[src/design/rpg_pkg.sv]
`timescale 1ns / 1ps

package rpg_pkg;

   // Field widths fixed by the item formats
   localparam int CHAN_W = 8;
   localparam int IDX_W  = 6;
   localparam int CSR_W  = 8;
   localparam int ADDR_W = 2;

   localparam int NUM_PIXELS_DEFAULT = 39;

   // Register indexes
   localparam logic [ADDR_W-1:0] CSR_HUE_SPEED   = 2'd0;
   localparam logic [ADDR_W-1:0] CSR_HUE_DENSITY = 2'd1;
   localparam logic [ADDR_W-1:0] CSR_SATURATION  = 2'd2;
   localparam logic [ADDR_W-1:0] CSR_BRIGHTNESS  = 2'd3;

   // Register reset values
   localparam logic [CSR_W-1:0] HUE_SPEED_RST   = 8'd2;
   localparam logic [CSR_W-1:0] HUE_DENSITY_RST = 8'd7;
   localparam logic [CSR_W-1:0] SATURATION_RST  = 8'd255;
   localparam logic [CSR_W-1:0] BRIGHTNESS_RST  = 8'd255;

   // Hue sectors: red-yellow, yellow-green, green-cyan, cyan-blue, blue-magenta, magenta-red
   typedef enum logic [2:0] {
      SEC_RY = 3'd0,
      SEC_YG = 3'd1,
      SEC_GC = 3'd2,
      SEC_CB = 3'd3,
      SEC_BM = 3'd4,
      SEC_MR = 3'd5
   } hue_sector_type;

   typedef enum logic [1:0] {
      ST_IDLE,
      ST_ISSUE,
      ST_DRAIN
   } rpg_state_type;

   // Controller to datapath
   typedef struct packed {
      logic start;
      logic issue;
   } rpg_cmd_type;

   // Datapath to controller
   typedef struct packed {
      logic advance;
      logic last_pixel;
      logic busy;
   } rpg_sts_type;

   // High byte of an 8 by 8 product
   function automatic logic [CHAN_W-1:0] scale8(input logic [CHAN_W-1:0] a,
                                                input logic [CHAN_W-1:0] b);
      logic [2*CHAN_W-1:0] prod;
      prod = (2*CHAN_W)'(a) * (2*CHAN_W)'(b);
      return prod[2*CHAN_W-1:CHAN_W];
   endfunction

   // Sector of a hue, by comparing against the sector boundaries
   function automatic hue_sector_type hue_sector(input logic [CHAN_W-1:0] hue);
      hue_sector_type sec;
      if (hue < 8'd43) begin
         sec = SEC_RY;
      end else if (hue < 8'd86) begin
         sec = SEC_YG;
      end else if (hue < 8'd129) begin
         sec = SEC_GC;
      end else if (hue < 8'd172) begin
         sec = SEC_CB;
      end else if (hue < 8'd215) begin
         sec = SEC_BM;
      end else begin
         sec = SEC_MR;
      end
      return sec;
   endfunction

   // First hue of a sector
   function automatic logic [CHAN_W-1:0] sector_base(input hue_sector_type sec);
      logic [CHAN_W-1:0] base;
      case (sec)
         SEC_RY:  base = 8'd0;
         SEC_YG:  base = 8'd43;
         SEC_GC:  base = 8'd86;
         SEC_CB:  base = 8'd129;
         SEC_BM:  base = 8'd172;
         default: base = 8'd215;
      endcase
      return base;
   endfunction

endpackage

[src/design/rpg_ctrl.sv]
`timescale 1ns / 1ps

module rpg_ctrl (
   input  logic                 clock,
   input  logic                 reset,
   input  logic                 req_tvalid,
   output logic                 req_tready,
   output rpg_pkg::rpg_cmd_type cmd,
   input  rpg_pkg::rpg_sts_type sts
);
   import rpg_pkg::*;

   rpg_state_type state_ff;
   rpg_state_type state_in;

   // Next state
   always_comb begin
      state_in = state_ff;
      case (state_ff)
         ST_IDLE: begin
            if (req_tvalid) begin
               state_in = ST_ISSUE;
            end
         end
         ST_ISSUE: begin
            if (sts.advance && sts.last_pixel) begin
               state_in = ST_DRAIN;
            end
         end
         ST_DRAIN: begin
            if (!sts.busy) begin
               state_in = ST_IDLE;
            end
         end
         default: state_in = ST_IDLE;
      endcase
   end

   // Outputs
   always_comb begin
      req_tready = 1'b0;
      cmd.start  = 1'b0;
      cmd.issue  = 1'b0;
      case (state_ff)
         ST_IDLE: begin
            req_tready = 1'b1;
            cmd.start  = req_tvalid;
         end
         ST_ISSUE: begin
            cmd.issue = sts.advance;
         end
         ST_DRAIN: begin
         end
         default: begin
         end
      endcase
   end

   always_ff @(posedge clock) begin
      if (reset) begin
         state_ff <= ST_IDLE;
      end else begin
         state_ff <= state_in;
      end
   end

endmodule

[src/design/rpg_datapath.sv]
`timescale 1ns / 1ps

module rpg_datapath #(
   parameter int NUM_PIXELS = rpg_pkg::NUM_PIXELS_DEFAULT
) (
   input  logic                         clock,
   input  logic                         reset,
   input  logic                         csr_we,
   input  logic [rpg_pkg::ADDR_W-1:0]   csr_addr,
   input  logic [rpg_pkg::CSR_W-1:0]    csr_wdata,
   input  logic                         restart,
   input  rpg_pkg::rpg_cmd_type         cmd,
   output rpg_pkg::rpg_sts_type         sts,
   output logic                         rsp_tvalid,
   input  logic                         rsp_tready,
   output logic [rpg_pkg::IDX_W-1:0]    pixel_pos,
   output logic [rpg_pkg::CHAN_W-1:0]   red,
   output logic [rpg_pkg::CHAN_W-1:0]   green,
   output logic [rpg_pkg::CHAN_W-1:0]   blue,
   output logic                         frame_end
);
   import rpg_pkg::*;

   localparam logic [IDX_W-1:0] LAST_IDX = IDX_W'(NUM_PIXELS - 1);

   // Configuration registers
   logic [CSR_W-1:0] speed_ff, density_ff, sat_ff, val_ff;

   always_ff @(posedge clock) begin
      if (reset) begin
         speed_ff   <= HUE_SPEED_RST;
         density_ff <= HUE_DENSITY_RST;
         sat_ff     <= SATURATION_RST;
         val_ff     <= BRIGHTNESS_RST;
      end else if (csr_we) begin
         case (csr_addr)
            CSR_HUE_SPEED:   speed_ff   <= csr_wdata;
            CSR_HUE_DENSITY: density_ff <= csr_wdata;
            CSR_SATURATION:  sat_ff     <= csr_wdata;
            CSR_BRIGHTNESS:  val_ff     <= csr_wdata;
            default: begin
            end
         endcase
      end
   end

   // Pipeline advances whenever the output register is free or being drained
   logic advance;
   assign advance = !rsp_tvalid || rsp_tready;

   // Frame offset, pixel hue and pixel counter
   logic [CHAN_W-1:0] offset_ff, offset_in;
   logic [CHAN_W-1:0] hue_ff, hue_in;
   logic [IDX_W-1:0]  idx_ff, idx_in;
   logic [CHAN_W-1:0] start_hue;

   assign start_hue = restart ? '0 : offset_ff;

   always_comb begin
      offset_in = offset_ff;
      hue_in    = hue_ff;
      idx_in    = idx_ff;
      if (cmd.start) begin
         // Next frame starts one speed step beyond this one
         offset_in = start_hue + speed_ff;
         hue_in    = start_hue;
         idx_in    = '0;
      end else if (cmd.issue) begin
         hue_in = hue_ff + density_ff;
         idx_in = idx_ff + IDX_W'(1);
      end
   end

   always_ff @(posedge clock) begin
      if (reset) begin
         offset_ff <= '0;
      end else begin
         offset_ff <= offset_in;
      end
   end

   always_ff @(posedge clock) begin
      hue_ff <= hue_in;
      idx_ff <= idx_in;
   end

   // Stage 1: sector and scaled remainder
   logic            s1_valid_ff, s1_valid_in;
   hue_sector_type  s1_sec_ff, s1_sec_in;
   logic [CHAN_W-1:0] s1_rem_ff, s1_rem_in;
   logic [IDX_W-1:0]  s1_idx_ff;
   logic              s1_last_ff;
   logic [CHAN_W-1:0] hue_off;

   assign s1_sec_in   = hue_sector(hue_ff);
   assign hue_off     = hue_ff - sector_base(s1_sec_in);
   assign s1_rem_in   = hue_off * 8'd6;
   assign s1_valid_in = advance ? cmd.issue : s1_valid_ff;

   // Stage 2: saturation products and p
   logic              s2_valid_ff;
   hue_sector_type    s2_sec_ff;
   logic [CHAN_W-1:0] s2_m1_ff, s2_m2_ff, s2_p_ff;
   logic [IDX_W-1:0]  s2_idx_ff;
   logic              s2_last_ff;
   logic [CHAN_W-1:0] s2_m1_in, s2_m2_in, s2_p_in;

   assign s2_m1_in = scale8(sat_ff, s1_rem_ff);
   assign s2_m2_in = scale8(sat_ff, 8'd255 - s1_rem_ff);
   assign s2_p_in  = scale8(val_ff, 8'd255 - sat_ff);

   // Stage 3: q and t
   logic              s3_valid_ff;
   hue_sector_type    s3_sec_ff;
   logic [CHAN_W-1:0] s3_q_ff, s3_t_ff, s3_p_ff;
   logic [IDX_W-1:0]  s3_idx_ff;
   logic              s3_last_ff;
   logic [CHAN_W-1:0] s3_q_in, s3_t_in;

   assign s3_q_in = scale8(val_ff, 8'd255 - s2_m1_ff);
   assign s3_t_in = scale8(val_ff, 8'd255 - s2_m2_ff);

   // Output stage: route by sector, grey at zero saturation
   logic              out_valid_ff, out_valid_in;
   logic [CHAN_W-1:0] red_ff, green_ff, blue_ff;
   logic [CHAN_W-1:0] red_in, green_in, blue_in;
   logic [IDX_W-1:0]  out_idx_ff;
   logic              out_last_ff;

   always_comb begin
      red_in   = val_ff;
      green_in = val_ff;
      blue_in  = val_ff;
      if (sat_ff != '0) begin
         case (s3_sec_ff)
            SEC_RY:  begin red_in = val_ff;  green_in = s3_t_ff; blue_in = s3_p_ff; end
            SEC_YG:  begin red_in = s3_q_ff; green_in = val_ff;  blue_in = s3_p_ff; end
            SEC_GC:  begin red_in = s3_p_ff; green_in = val_ff;  blue_in = s3_t_ff; end
            SEC_CB:  begin red_in = s3_p_ff; green_in = s3_q_ff; blue_in = val_ff;  end
            SEC_BM:  begin red_in = s3_t_ff; green_in = s3_p_ff; blue_in = val_ff;  end
            default: begin red_in = val_ff;  green_in = s3_p_ff; blue_in = s3_q_ff; end
         endcase
      end
   end

   assign out_valid_in = advance ? s3_valid_ff : out_valid_ff;

   // Valid bits
   always_ff @(posedge clock) begin
      if (reset) begin
         s1_valid_ff  <= 1'b0;
         s2_valid_ff  <= 1'b0;
         s3_valid_ff  <= 1'b0;
         out_valid_ff <= 1'b0;
      end else begin
         s1_valid_ff  <= s1_valid_in;
         out_valid_ff <= out_valid_in;
         if (advance) begin
            s2_valid_ff <= s1_valid_ff;
            s3_valid_ff <= s2_valid_ff;
         end
      end
   end

   // Payload: shift all stages together, hold on stall
   always_ff @(posedge clock) begin
      if (advance) begin
         s1_sec_ff   <= s1_sec_in;
         s1_rem_ff   <= s1_rem_in;
         s1_idx_ff   <= idx_ff;
         s1_last_ff  <= (idx_ff == LAST_IDX);
         s2_sec_ff   <= s1_sec_ff;
         s2_m1_ff    <= s2_m1_in;
         s2_m2_ff    <= s2_m2_in;
         s2_p_ff     <= s2_p_in;
         s2_idx_ff   <= s1_idx_ff;
         s2_last_ff  <= s1_last_ff;
         s3_sec_ff   <= s2_sec_ff;
         s3_q_ff     <= s3_q_in;
         s3_t_ff     <= s3_t_in;
         s3_p_ff     <= s2_p_ff;
         s3_idx_ff   <= s2_idx_ff;
         s3_last_ff  <= s2_last_ff;
         red_ff      <= red_in;
         green_ff    <= green_in;
         blue_ff     <= blue_in;
         out_idx_ff  <= s3_idx_ff;
         out_last_ff <= s3_last_ff;
      end
   end

   assign sts.advance    = advance;
   assign sts.last_pixel = (idx_ff == LAST_IDX);
   assign sts.busy       = s1_valid_ff || s2_valid_ff || s3_valid_ff || out_valid_ff;

   assign rsp_tvalid = out_valid_ff;
   assign pixel_pos  = out_idx_ff;
   assign red        = red_ff;
   assign green      = green_ff;
   assign blue       = blue_ff;
   assign frame_end  = out_last_ff;

endmodule

[src/design/rainbow_pattern_generator.sv]
`timescale 1ns / 1ps

// Rainbow pattern generator. Each item taken on the req channel is one frame
// tick (req_tdata bit 0 = restart, which zeroes the hue offset first). The
// block then emits NUM_PIXELS pixel items on the rsp channel, one per cycle
// while rsp_tready stays high, in strip order, with rsp_tlast on the last
// one. Pixel hue is offset + index * density (mod 256), converted to RGB with
// 8-bit HSV arithmetic in a four-stage pipeline (sector, saturation products,
// value products, channel routing). Once a frame is accepted, req_tready stays
// low until its last pixel has been taken from the output register, so a new
// frame is not taken before the previous one is fully delivered. The issue
// counter steps one pixel per cycle while the pipeline advances; rsp_tready
// stalls hold it and lengthen the frame. req_tready is high only when no pixel
// is in flight. Registers must be written through csr_we / csr_addr / csr_wdata
// only while the block is idle, which the block itself does not enforce:
// 0 hue speed, 1 hue density, 2 saturation, 3 brightness.

module rainbow_pattern_generator #(
   parameter int NUM_PIXELS = rpg_pkg::NUM_PIXELS_DEFAULT
) (
   input  logic                       clock,
   input  logic                       reset,
   input  logic                       req_tvalid,
   output logic                       req_tready,
   input  logic [7:0]                 req_tdata,   // [0] restart, [7:1] zero
   output logic                       rsp_tvalid,
   input  logic                       rsp_tready,
   output logic [31:0]                rsp_tdata,   // [5:0] pixel position, [13:6] red,
                                                   // [21:14] green, [29:22] blue, [31:30] zero
   output logic                       rsp_tlast,
   input  logic                       csr_we,
   input  logic [rpg_pkg::ADDR_W-1:0] csr_addr,
   input  logic [rpg_pkg::CSR_W-1:0]  csr_wdata
);
   import rpg_pkg::*;

   rpg_cmd_type       cmd;
   rpg_sts_type       sts;
   logic [IDX_W-1:0]  pixel_pos;
   logic [CHAN_W-1:0] red, green, blue;

   rpg_ctrl u_ctrl (
      .clock      (clock),
      .reset      (reset),
      .req_tvalid (req_tvalid),
      .req_tready (req_tready),
      .cmd        (cmd),
      .sts        (sts)
   );

   rpg_datapath #(
      .NUM_PIXELS (NUM_PIXELS)
   ) u_datapath (
      .clock       (clock),
      .reset       (reset),
      .csr_we      (csr_we),
      .csr_addr    (csr_addr),
      .csr_wdata   (csr_wdata),
      .restart     (req_tdata[0]),
      .cmd         (cmd),
      .sts         (sts),
      .rsp_tvalid  (rsp_tvalid),
      .rsp_tready  (rsp_tready),
      .pixel_pos   (pixel_pos),
      .red         (red),
      .green       (green),
      .blue        (blue),
      .frame_end   (rsp_tlast)
   );

   assign rsp_tdata = {2'b00, blue, green, red, pixel_pos};

   // A new frame is taken only with nothing left to deliver
   assert property (@(posedge clock) disable iff (reset)
      req_tready |-> !rsp_tvalid)
      else $error("frame accepted while pixels pending");

   // The flagged pixel is the last one of the strip
   assert property (@(posedge clock) disable iff (reset)
      (rsp_tvalid && rsp_tlast) |-> (rsp_tdata[5:0] == IDX_W'(NUM_PIXELS - 1)))
      else $error("frame end on wrong pixel");

   // Accepting a frame closes the input
   assert property (@(posedge clock) disable iff (reset)
      (req_tvalid && req_tready) |=> !req_tready)
      else $error("input still open after frame accept");

   // More pixels follow a non-final pixel, so the input stays closed
   assert property (@(posedge clock) disable iff (reset)
      (rsp_tvalid && rsp_tready && !rsp_tlast) |=> !req_tready)
      else $error("input opened mid frame");

endmodule
[config.mk]
export PLATFORM = sky130hd
export DESIGN_NAME = rainbow_pattern_generator
export DESIGN_NICKNAME = d
export VERILOG_FILES = /design/src/design/rpg_pkg.sv /design/src/design/rpg_ctrl.sv /design/src/design/rpg_datapath.sv /design/src/design/rainbow_pattern_generator.sv
export SDC_FILE = /design/constraint.sdc
export NUM_CORES = 1
export LEC_CHECK = 0
export ABC_AREA = 1
export BUFFER_PORTS_ARGS = -buffer_cell sky130_fd_sc_hd__buf_2
export CAP_MARGIN = 20
export CORE_MARGIN = 4
export CORE_UTILIZATION = 60
export DETAILED_ROUTE_END_ITERATION = 12
export PLACE_DENSITY = 0.87
export REMOVE_ABC_BUFFERS = 1
export SLEW_MARGIN = 20
export SYNTH_ARGS = -nofsm -noshare
export SYNTH_HDL_FRONTEND = slang
export SYNTH_SLANG_ARGS = --single-unit
[constraint.sdc]
create_clock -name clock -period 10.08 [get_ports clock]
set_clock_uncertainty 0.05 [all_clocks]
set_input_delay 0.504 -clock clock [delete_from_list [all_inputs] [get_ports clock]]
set_output_delay 0.504 -clock clock [all_outputs]
set_load 0.01 [all_outputs]
# Word level (Yosys, flattened, before mapping)
# Cells that the tools add are included.
dict set report word_totals {
  reg_bits 176
  out_inout_bits 35
}
dict set report op_classes {
  addsub 8
  multipliers 6
  order_cmp 5
  n_eq_ne 17
  muxes 22
  reduce_logical 21
}
# operator count
set op_table {}
lappend op_table {{$pmux W8 S3} 3}
lappend op_table {{$mul A8 B8 Y16} 4}
lappend op_table {{$mux W8} 6}
lappend op_table {{$pmux W8 S5} 1}
lappend op_table {{$sub A8 B8 Y8 const A} 4}
lappend op_table {{$lt A8 B8 Y1 const B} 3}
lappend op_table {{$add A8 B8 Y8} 2}
lappend op_table {{$mul A8 B7 Y15} 1}
lappend op_table {{$eq A3 B2 Y1 const B} 4}
lappend op_table {{$mux W3} 4}
lappend op_table {{$lt A8 B6 Y1 const B} 1}
lappend op_table {{$lt A8 B7 Y1 const B} 1}
lappend op_table {{$mul A8 B2 Y7 const B} 1}
lappend op_table {{$reduce_and A2 Y1} 4}
lappend op_table {{$reduce_bool A8 Y1} 1}
lappend op_table {{$reduce_or A2 Y1} 4}
lappend op_table {{$sub A8 B8 Y8} 1}
lappend op_table {{$add A6 B1 Y6 const B} 1}
lappend op_table {{$eq A2 B2 Y1 const B} 3}
lappend op_table {{$eq A3 B1 Y1 const B} 2}
lappend op_table {{$eq A3 B3 Y1 const B} 2}
lappend op_table {{$eq A6 B6 Y1 const B} 1}
lappend op_table {{$logic_not A3 Y1} 2}
lappend op_table {{$mux W2} 3}
lappend op_table {{11 further kinds} 20}

# Depth between registers and ports, before layout
# Gate-level depths: netlist of the first run.
dict set report logic_depth {
  word_depth 10
  mapped_depth 29
  mapped_depth_nobuf 29
}

# Hierarchy
# From an unflattened synthesis of the first run, not the netlist that was laid out.
dict set report unflattened {
  hier_cells 2211
  hier_area_um2 17899.7
}
# module n_inst cells_per_inst area_each_um2
set by_module_without_submodules {}
lappend by_module_without_submodules {rpg_datapath 1 2193 17773.3}
lappend by_module_without_submodules {rpg_ctrl 1 15 107.6}
lappend by_module_without_submodules {rainbow_pattern_generator 1 3 18.8}

# Least setup slack after synthesis of the first run
# No wires, ideal clock.
dict set report synth_timing {
  path_type {input-to-reg}
  startpoint {input rsp_tready}
  endpoint {register u_datapath.idx_ff[5]}
  arrival_time_ps 4180
  required_ps 9911
  setup_slack_ps 5731
  path_stages 7
  path_buffers 0
  cell_sequence {nor2_1 inv_1 nand2_1 nor3b_1 nand2_1 o21ai_0 a21oi_1}
}
# element line_no
set synth_lines {}
lappend synth_lines {{start, declared} rainbow_pattern_generator.sv:27} ;# input logic rsp_tready,
lappend synth_lines {{end signal, assigned} rpg_datapath.sv:84} ;# idx_ff <= idx_in;
lappend synth_lines {{end, declared} rpg_datapath.sv:54} ;# logic [IDX_W-1:0] idx_ff, idx_in;

# Final worst setup path of the first run
dict set report layout_timing {
  startpoint {register u_datapath.val_ff[4]}
  endpoint {register u_datapath.s2_p_ff[3], data pin}
}
dict set report layout_between {
  elab_chain_cells 1
}
# element line_no
set layout_lines {}
lappend layout_lines {{start, declared} rpg_datapath.sv:27} ;# logic [CSR_W-1:0] speed_ff, density_ff, sat_ff, val_ff;
lappend layout_lines {{start signal, assigned} rpg_datapath.sv:40} ;# CSR_BRIGHTNESS: val_ff <= csr_wdata;
lappend layout_lines {{$mul A8 B8 Y16} rpg_pkg.sv:58} ;# prod = (2*CHAN_W)'(a) * (2*CHAN_W)'(b);
lappend layout_lines {{net u_datapath.s2_p_in[3]} rpg_datapath.sv:106} ;# logic [CHAN_W-1:0] s2_m1_in, s2_m2_in, s2_p_in;
lappend layout_lines {{end signal, assigned} rpg_datapath.sv:175} ;# s2_p_ff <= s2_p_in;
lappend layout_lines {{end, declared} rpg_datapath.sv:103} ;# logic [CHAN_W-1:0] s2_m1_ff, s2_m2_ff, s2_p_ff;
# The timed path passes the listed nets, and every way through them passes these cells.
# A chain may end at the register's enable or synchronous reset.

==> summary.txt, run 1 <==
Worst setup path
  • Reg2reg setup slack: 4.86 ns
  • WP data required: 10.23 ns
  • Worst r2r src: u_datapath.val_ff[4]$_SDFFE_PP1P_
  • Critical Path End Type: flop
  • CP max stage cell: dfxtp_1
  • Crit Path Max Fanout: 19
  • Crit Path Class: reg -> reg
  • Most common cell on crit path: nand2_1
  • Worst R2R Path Depth: 16
  • FF-to-FF End: u_datapath.s2_p_ff[3]$_DFFE_PN_
  • Crit-path max cell delay: 0.97 ns
  • CP Cell Sequence: inv_1 -> nor2_1 -> fa_1 -> inv_1 -> fa_1 -> fa_1 -> fa_1 -> inv_1 -> ha_1 -> a21oi_1 -> a21boi_0 -> nand2_1 -> nand2_1 -> nand2_1 -> nand2_1 -> nand2_1
  • Worst EP arrival: 5.37 ns
  • Crit path launch type: flop

Yosys
  • Area of the mapped netlist: 0.0179 sq mm
  • Flops & latches, synth: 176
  • Post-Syn Area per Cell: 8.15 sq um
  • EDFF count, synth: 124
  • Post-synthesis cell count: 2199
  • Top cell type's share of synthesized area: 20.8%
  • Primary FF master, synth: edfxtp_1
  • Cell taking the most area after synthesis: edfxtp_1
  • Yosys cell types: 55
  • Largest cells by area after synthesis: edfxtp_1, fa_1, ha_1, nand2_1, inv_1
  • Seq/Total Area, Yosys: 26.6%
  • Yosys warns: 0
  • Fraction of registers with async set/reset: 0%

Cells and area
  • Area occupied by multi-input gates: 0.0113 sq mm
  • Layout cell share with drive strength beyond 1: 5.65%
  • Fillers: 2326
  • Fin area: 0.0191 sq mm
  • Synthesis-to-finish area growth: 6.34%
  • Nets@finish: 2602
  • N_diodes: 0
  • Register area: 0.00476 sq mm

Clock network
  • Worst-Skew Late Latency: 0.44 ns
  • Post-CTS setup buffers: 0
  • H-tree depth: 4
  • Post-cts resize count: 0
  • Clock Path Buffers: 2
  • CTS tree: done
  • CTS hold repair buffers: 0
  • Clk Tree Root Cell: clkbuf_16
  • CTS Buf Count: 17
  • Clock-pin slew on the worst setup and hold paths: 0.07 ns
  • Clk sinks: 176

Detailed routing
  • DRC Markers: 0
  • DR vias: 15100
  • Post-DRT Antenna Nets: 0
  • Drt first pass iters: 8
  • Via density: 5.77
  • Iter 0 DRT Violations: 1342
  • Final WL: 43700 um
  • Routed WL per cell: 16.7 um

Timing
  • Slew HR: 31.8%
  • Period utilization: 51.8%
  • Fin. max-slew vios: 0
  • Setup tns final: 0 ns
  • RSZ-0062 raised after global routing: no
  • Worst Tran Pin Value: 1.02 ns
  • Post-layout min period: 5.22 ns
  • Hold Vio Cnt, Final: 0
  • Fmax: 0.192 GHz
  • Worst Setup Slack, final: 4.86 ns
  • Setup violators final: 0

Global route
  • GRT Total Usage: 27.4%
  • GR Overflow Total: 0
  • Vias in the first global route: 15600
  • First-pass GRT wire length: 74000 um
  • Initial antenna violation count: 0
  • Largest net degree at the start of global routing: 74

Hold path
  • Hold path start: csr_wdata[2]
  • Hold path cells: 3
  • Worst Hold Endpoint: u_datapath.density_ff[2]$_SDFFE_PP1P_
  • HP Class: in -> reg

Die
  • Num rows: 63
  • Number of I/O pins: 58
  • Initial core utilization: 60.6%
  • Die H: 181 um
  • Width of the die: 181 um
  • Die area: 0.0327 sq mm
  • Core area: 0.0296 sq mm

Placement
  • Area after DPL: 0.0184 sq mm
  • Placer Congestion: 0.919
  • Dpl ws: 5.00 ns
  • DP Wirelength: 33000 um
  • I/O Buffers: 48

Outcome
  • Outcome: finished clean

Flow run
  • Maximum capacitance violations: 0
[metal layers]
layer,up-vias,wire length (um),track usage (%)
met3,187,3910,5.03
met2,787,21300,47.0
met4,0,1780,11.4
met1,7147,16700,34.3
met5,-,0,0
li1,7009,-,-
[metrics by stage]
step,hold WS [ns],instances,util [%]
2_1_floorplan,0.350,2143,-
3_3_place_gp,0.351,2588,62.4
3_5_place_dp,0.355,2588,62.4
4_1_cts,0.288,2620,64.5
5_1_grt,0.325,2620,64.5
6_report,0.302,2620,64.5
[worst max-delay path: cells and delay by family (launching register included)]
family                   cells  cell delay (ns)
adder cells (fa/ha/maj)      5             2.15
flip-flops                   1             0.97
buffers and inverters        3             0.74
AND/OR/NAND/NOR              6             0.66
AO/OA/AOI/OAI                2             0.41
[Yosys cell counts, drive strengths merged, types with 3 or more instances]
cell type,number
nor3,19
nor4,7
ha,190
fa,172
nand2,476
dfxtp,52
clkbuf,40
nor2,251
nand3,72
o21a,4
xnor2,9
nand4,17
clkinv,5
a21boi,3
o21ai,104
nor3b,4
a31oi,8
edfxtp,124
o221ai,3
inv,421
a21o,7
o21bai,12
buf,17
o211ai,20
a221oi,3
xor2,26
a21oi,121
nand3b,4
[how the worst max path moves through the flow]
stage                                              to  slack [ns]                               from
finish                u_datapath.s2_p_ff[3]$_DFFE_PN_        4.86  u_datapath.val_ff[4]$_SDFFE_PP1P_
global route          u_datapath.s2_p_ff[7]$_DFFE_PN_        4.67  u_datapath.val_ff[2]$_SDFFE_PP1P_
CTS                   u_datapath.s2_p_ff[3]$_DFFE_PN_        4.97  u_datapath.val_ff[4]$_SDFFE_PP1P_
detailed placement    u_datapath.s2_p_ff[3]$_DFFE_PN_        5.00  u_datapath.val_ff[4]$_SDFFE_PP1P_
global placement      u_datapath.s3_q_ff[2]$_DFFE_PN_        5.02  u_datapath.val_ff[2]$_SDFFE_PP1P_
floorplan           u_datapath.idx_ff[5]$_SDFFE_PP0P_        5.73                         rsp_tready
[state kept, by name, indices dropped and copies added, names as in the netlist, 3 cells and up]
signal and flops:
u_datapath.pixel_pos 6, u_datapath.s2_idx_ff 6, u_datapath.hue_ff 8, u_datapath.s3_idx_ff 6
u_datapath.s3_sec_ff 3, u_datapath.green 8, u_datapath.s2_sec_ff 3, u_datapath.s3_p_ff 8
u_datapath.sat_ff 8, u_datapath.blue 8, u_datapath.offset_ff 8, u_datapath.s3_q_ff 8
u_datapath.s1_sec_ff 3, u_datapath.s3_t_ff 8, u_datapath.s1_idx_ff 6, u_datapath.speed_ff 8
u_datapath.s2_m2_ff 8, u_datapath.s2_p_ff 8, u_datapath.s2_m1_ff 8, u_datapath.s1_rem_ff 7
u_datapath.val_ff 8, u_datapath.red 8, u_datapath.density_ff 8, u_datapath.idx_ff 6
[cells by family (layout without fill, tap and decap cells)]
family	after synthesis	after routing	share of synthesized area (%)
buffers and inverters	483	513	10.5
flip-flops	176	176	26.6
AO/OA/AOI/OAI	289	289	9.08
XOR/XNOR	35	35	1.71
AND/OR/NAND/NOR	853	853	19.6
other	1	2	0.0209
adder cells (fa/ha/maj)	362	362	32.5
[area by class of cell]
cell class,count,share of cell area [%]
sequential,176,25.0
clock buffer,17,2.23
timing repair buffer,55,1.54
tap,390,2.56
inverter,426,8.53
clock inverter,15,1.00
multi-input combinational,1541,59.1
[placed cells by master, fill, tap and decap left out, types with 14 or more instances in the layout]
cell / instances
fa_1: 172
nor3_1: 14
dfxtp_1: 52
a21oi_1: 117
inv_1: 409
nand4_1: 16
o211ai_1: 20
ha_1: 190
xor2_1: 26
clkbuf_16: 17
nand3_1: 71
nand2_1: 472
edfxtp_1: 124
o21ai_1: 14
o21ai_0: 88
buf_2: 48
nor2_1: 245
Power of run 1 is left out: the tool's default activity adds up to more than one toggle a clock period on the data nets, which glitch-free logic cannot reach.
==> inputs of run 2 (changes only) <==
==> constraint.sdc (replaced) <==
create_clock -name clock -period 5.2 [get_ports clock]
set_clock_uncertainty 0.05 [all_clocks]
set_input_delay 0.26 -clock clock [delete_from_list [all_inputs] [get_ports clock]]
set_output_delay 0.26 -clock clock [all_outputs]
set_load 0.01 [all_outputs]
==> summary.txt, run 2 (same netlist as run 1, synthesis figures left out) <==
Outcome
  • Outcome: finished clean (unchanged)

Clock network
  • Clk sinks: 176 (unchanged)
  • Clk Tree Root Cell: clkbuf_16 (unchanged)
  • Post-CTS setup buffers: 0 (unchanged)
  • Post-cts resize count: 0 (unchanged)
  • Clock Path Buffers: 2 (unchanged)
  • CTS hold repair buffers: 0 (unchanged)
  • CTS tree: done (unchanged)
  • Worst-Skew Late Latency: 0.45 ns (was 0.44 ns)
  • CTS Buf Count: 17 (unchanged)
  • H-tree depth: 4 (unchanged)
  • Clock-pin slew on the worst setup and hold paths: 0.07 ns (about the same)

Worst setup path
  • Worst R2R Path Depth: 12 (was 16)
  • Critical Path End Type: flop (unchanged)
  • CP Cell Sequence: inv_6 -> nor2_1 -> fa_1 -> fa_1 -> fa_1 -> fa_1 -> ha_1 -> nand2_1 -> nor4_1 -> o21ai_0 -> nand2_1 -> xor2_1 (was inv_1 -> nor2_1 -> fa_1 -> inv_1 -> fa_1 -> fa_1 -> fa_1 -> inv_1 -> ha_1 -> a21oi_1 -> a21boi_0 -> nand2_1 -> nand2_1 -> nand2_1 -> nand2_1 -> nand2_1)
  • Worst r2r src: u_datapath.sat_ff[5]$_SDFFE_PP1P_ (was u_datapath.val_ff[4]$_SDFFE_PP1P_)
  • Crit Path Max Fanout: 17 (was 19)
  • Largest delay share family, worst path: adder cells (unchanged)
  • Crit Path Class: reg -> reg (unchanged)
  • Crit path buffers/inverters: 1 (was 3)
  • Crit path launch type: flop (unchanged)
  • WP data required: 5.34 ns (was 10.23 ns)
  • Crit-path max cell delay: 0.92 ns (was 0.97 ns)
  • Stages on worst setup path: 12 (was 16)
  • Worst EP arrival: 4.82 ns (was 5.37 ns)
  • Reg2reg setup slack: 0.52 ns (was 4.86 ns)
  • FF-to-FF End: u_datapath.s2_m2_ff[5]$_DFFE_PN_ (was u_datapath.s2_p_ff[3]$_DFFE_PN_)
  • CP max stage cell: dfxtp_1 (unchanged)
  • Most common cell on crit path: fa_1 (was nand2_1)

Timing
  • Setup tns final: 0 ns (unchanged)
  • Period utilization: 90.0% (was 51.8%)
  • Fmax: 0.214 GHz (was 0.192 GHz)
  • Fin. max-slew vios: 0 (unchanged)
  • Hold Vio Cnt, Final: 0 (unchanged)
  • Worst Tran Pin Value: 0.917 ns (was 1.02 ns)
  • Post-layout min period: 4.68 ns (was 5.22 ns)
  • Slew HR: 38.8% (was 31.8%)
  • RSZ-0062 raised after global routing: no (unchanged)
  • Setup violators final: 0 (unchanged)

Global route
  • First-pass GRT wire length: 73900 um (was 74000 um)
  • GR Overflow Total: 0 (unchanged)
  • Largest net degree at the start of global routing: 87 (was 74)
  • Vias in the first global route: 15600 (about the same)
  • GRT Total Usage: 27.3% (was 27.4%)
  • Initial antenna violation count: 0 (unchanged)

Placement
  • Placer Congestion: 0.937 (was 0.919)
  • I/O Buffers: 48 (unchanged)
  • DP Wirelength: 34000 um (was 33000 um)

Cells and area
  • Commonest cells after routing, fill and taps aside: nand2_1, inv_1, nor2_1 (unchanged)
  • Commonest non-fill, non-tap cell in the layout: nand2_1 (unchanged)
  • N_diodes: 0 (unchanged)
  • Nets@finish: 2623 (was 2602)
  • Synthesis-to-finish area growth: 7.34% (was 6.34%)
  • Layout cell share with drive strength beyond 1: 6.49% (was 5.65%)

Detailed routing
  • Iter 0 DRT Violations: 1231 (was 1342)
  • Via density: 5.70 (was 5.77)
  • DR vias: 15100 (about the same)
  • Routed WL per cell: 16.6 um (was 16.7 um)
  • Post-DRT Antenna Nets: 0 (unchanged)
  • Final WL: 43800 um (was 43700 um)
  • Drt first pass iters: 6 (was 8)
  • DRC Markers: 0 (unchanged)

Die
  • Width of the die: 181 um (unchanged)
  • Die area: 0.0327 sq mm (unchanged)
  • Die H: 181 um (unchanged)
  • Number of I/O pins: 58 (unchanged)
  • Core area: 0.0296 sq mm (unchanged)
  • Initial core utilization: 60.6% (unchanged)
  • Num rows: 63 (unchanged)

Flow run
  • Maximum capacitance violations: 0 (unchanged)

Hold path
  • Worst Hold Endpoint: u_datapath.sat_ff[3]$_SDFFE_PP1P_ (was u_datapath.density_ff[2]$_SDFFE_PP1P_)
  • Hold path start: csr_wdata[3] (was csr_wdata[2])
  • Hold path cells: 3 (unchanged)
  • HP Class: in -> reg (unchanged)
run 2: changes by cell type in the layout (fill, tap and decap cells not counted), sizes merged:
cell    change
clkinv      +2
inv         -2
buf        +21
run 2: how the worst max path moves through the flow:
stage	startpoint	endpoint	slack (ns)
floorplan	u_datapath.rsp_tvalid$_SDFFE_PP0N_	u_datapath.idx_ff[5]$_SDFFE_PP0P_	0.96
global placement	u_datapath.sat_ff[5]$_SDFFE_PP1P_	u_datapath.s2_m2_ff[6]$_DFFE_PN_	0.69
detailed placement	u_datapath.sat_ff[5]$_SDFFE_PP1P_	u_datapath.s2_m2_ff[6]$_DFFE_PN_	0.62
CTS	u_datapath.sat_ff[5]$_SDFFE_PP1P_	u_datapath.s2_m2_ff[6]$_DFFE_PN_	0.62
global route	u_datapath.sat_ff[5]$_SDFFE_PP1P_	u_datapath.s2_m2_ff[5]$_DFFE_PN_	0.24
finish	u_datapath.sat_ff[5]$_SDFFE_PP1P_	u_datapath.s2_m2_ff[5]$_DFFE_PN_	0.52
run 2: tightest hold or removal path, delay by kind of cell:
kind                   cells  cell delay, ns
and+or+nand+nor            1            0.06
AOI/OAI and AO/OA          1            0.07
buffers and inverters      1            0.14
run 2: area by class of cell:
cell class | count | area (sq um)
clock buffers | 17 | 425
clock inverters | 15 | 194
fillers | 2326 | 10300
inverters | 426 | 1630
multi-input cells | 1541 | 11300
flip-flops and latches | 176 | 4760
well taps | 390 | 488
repair buffers | 76 | 470
run 2: through the flow:
step	util [%]	cells	cell area [sq um]	hold slack [ns]	setup slack, ns
floorplan	-	2143	17700	0.279	0.958
global placement	62.9	2608	18600	0.351	0.687
detailed placement	62.9	2608	18600	0.355	0.624
CTS	65.0	2640	19200	0.0577	0.617
global route	65.1	2641	19200	0.0754	0.244
finish	65.1	2641	19200	0.0727	0.518
run 2: routing by layer:
metal  up-vias  routed length [um]  part of all wire (%)  GRT usage, %
met5         -                   0                     0             0
met1      7059               16900                    39          34.0
met3       160                3830                   8.7          4.91
li1       7053                   -                     -             -
met2       793               21200                    48          47.0
met4         0                1930                   4.4          11.7
Power of run 2 is left out for the same reason.
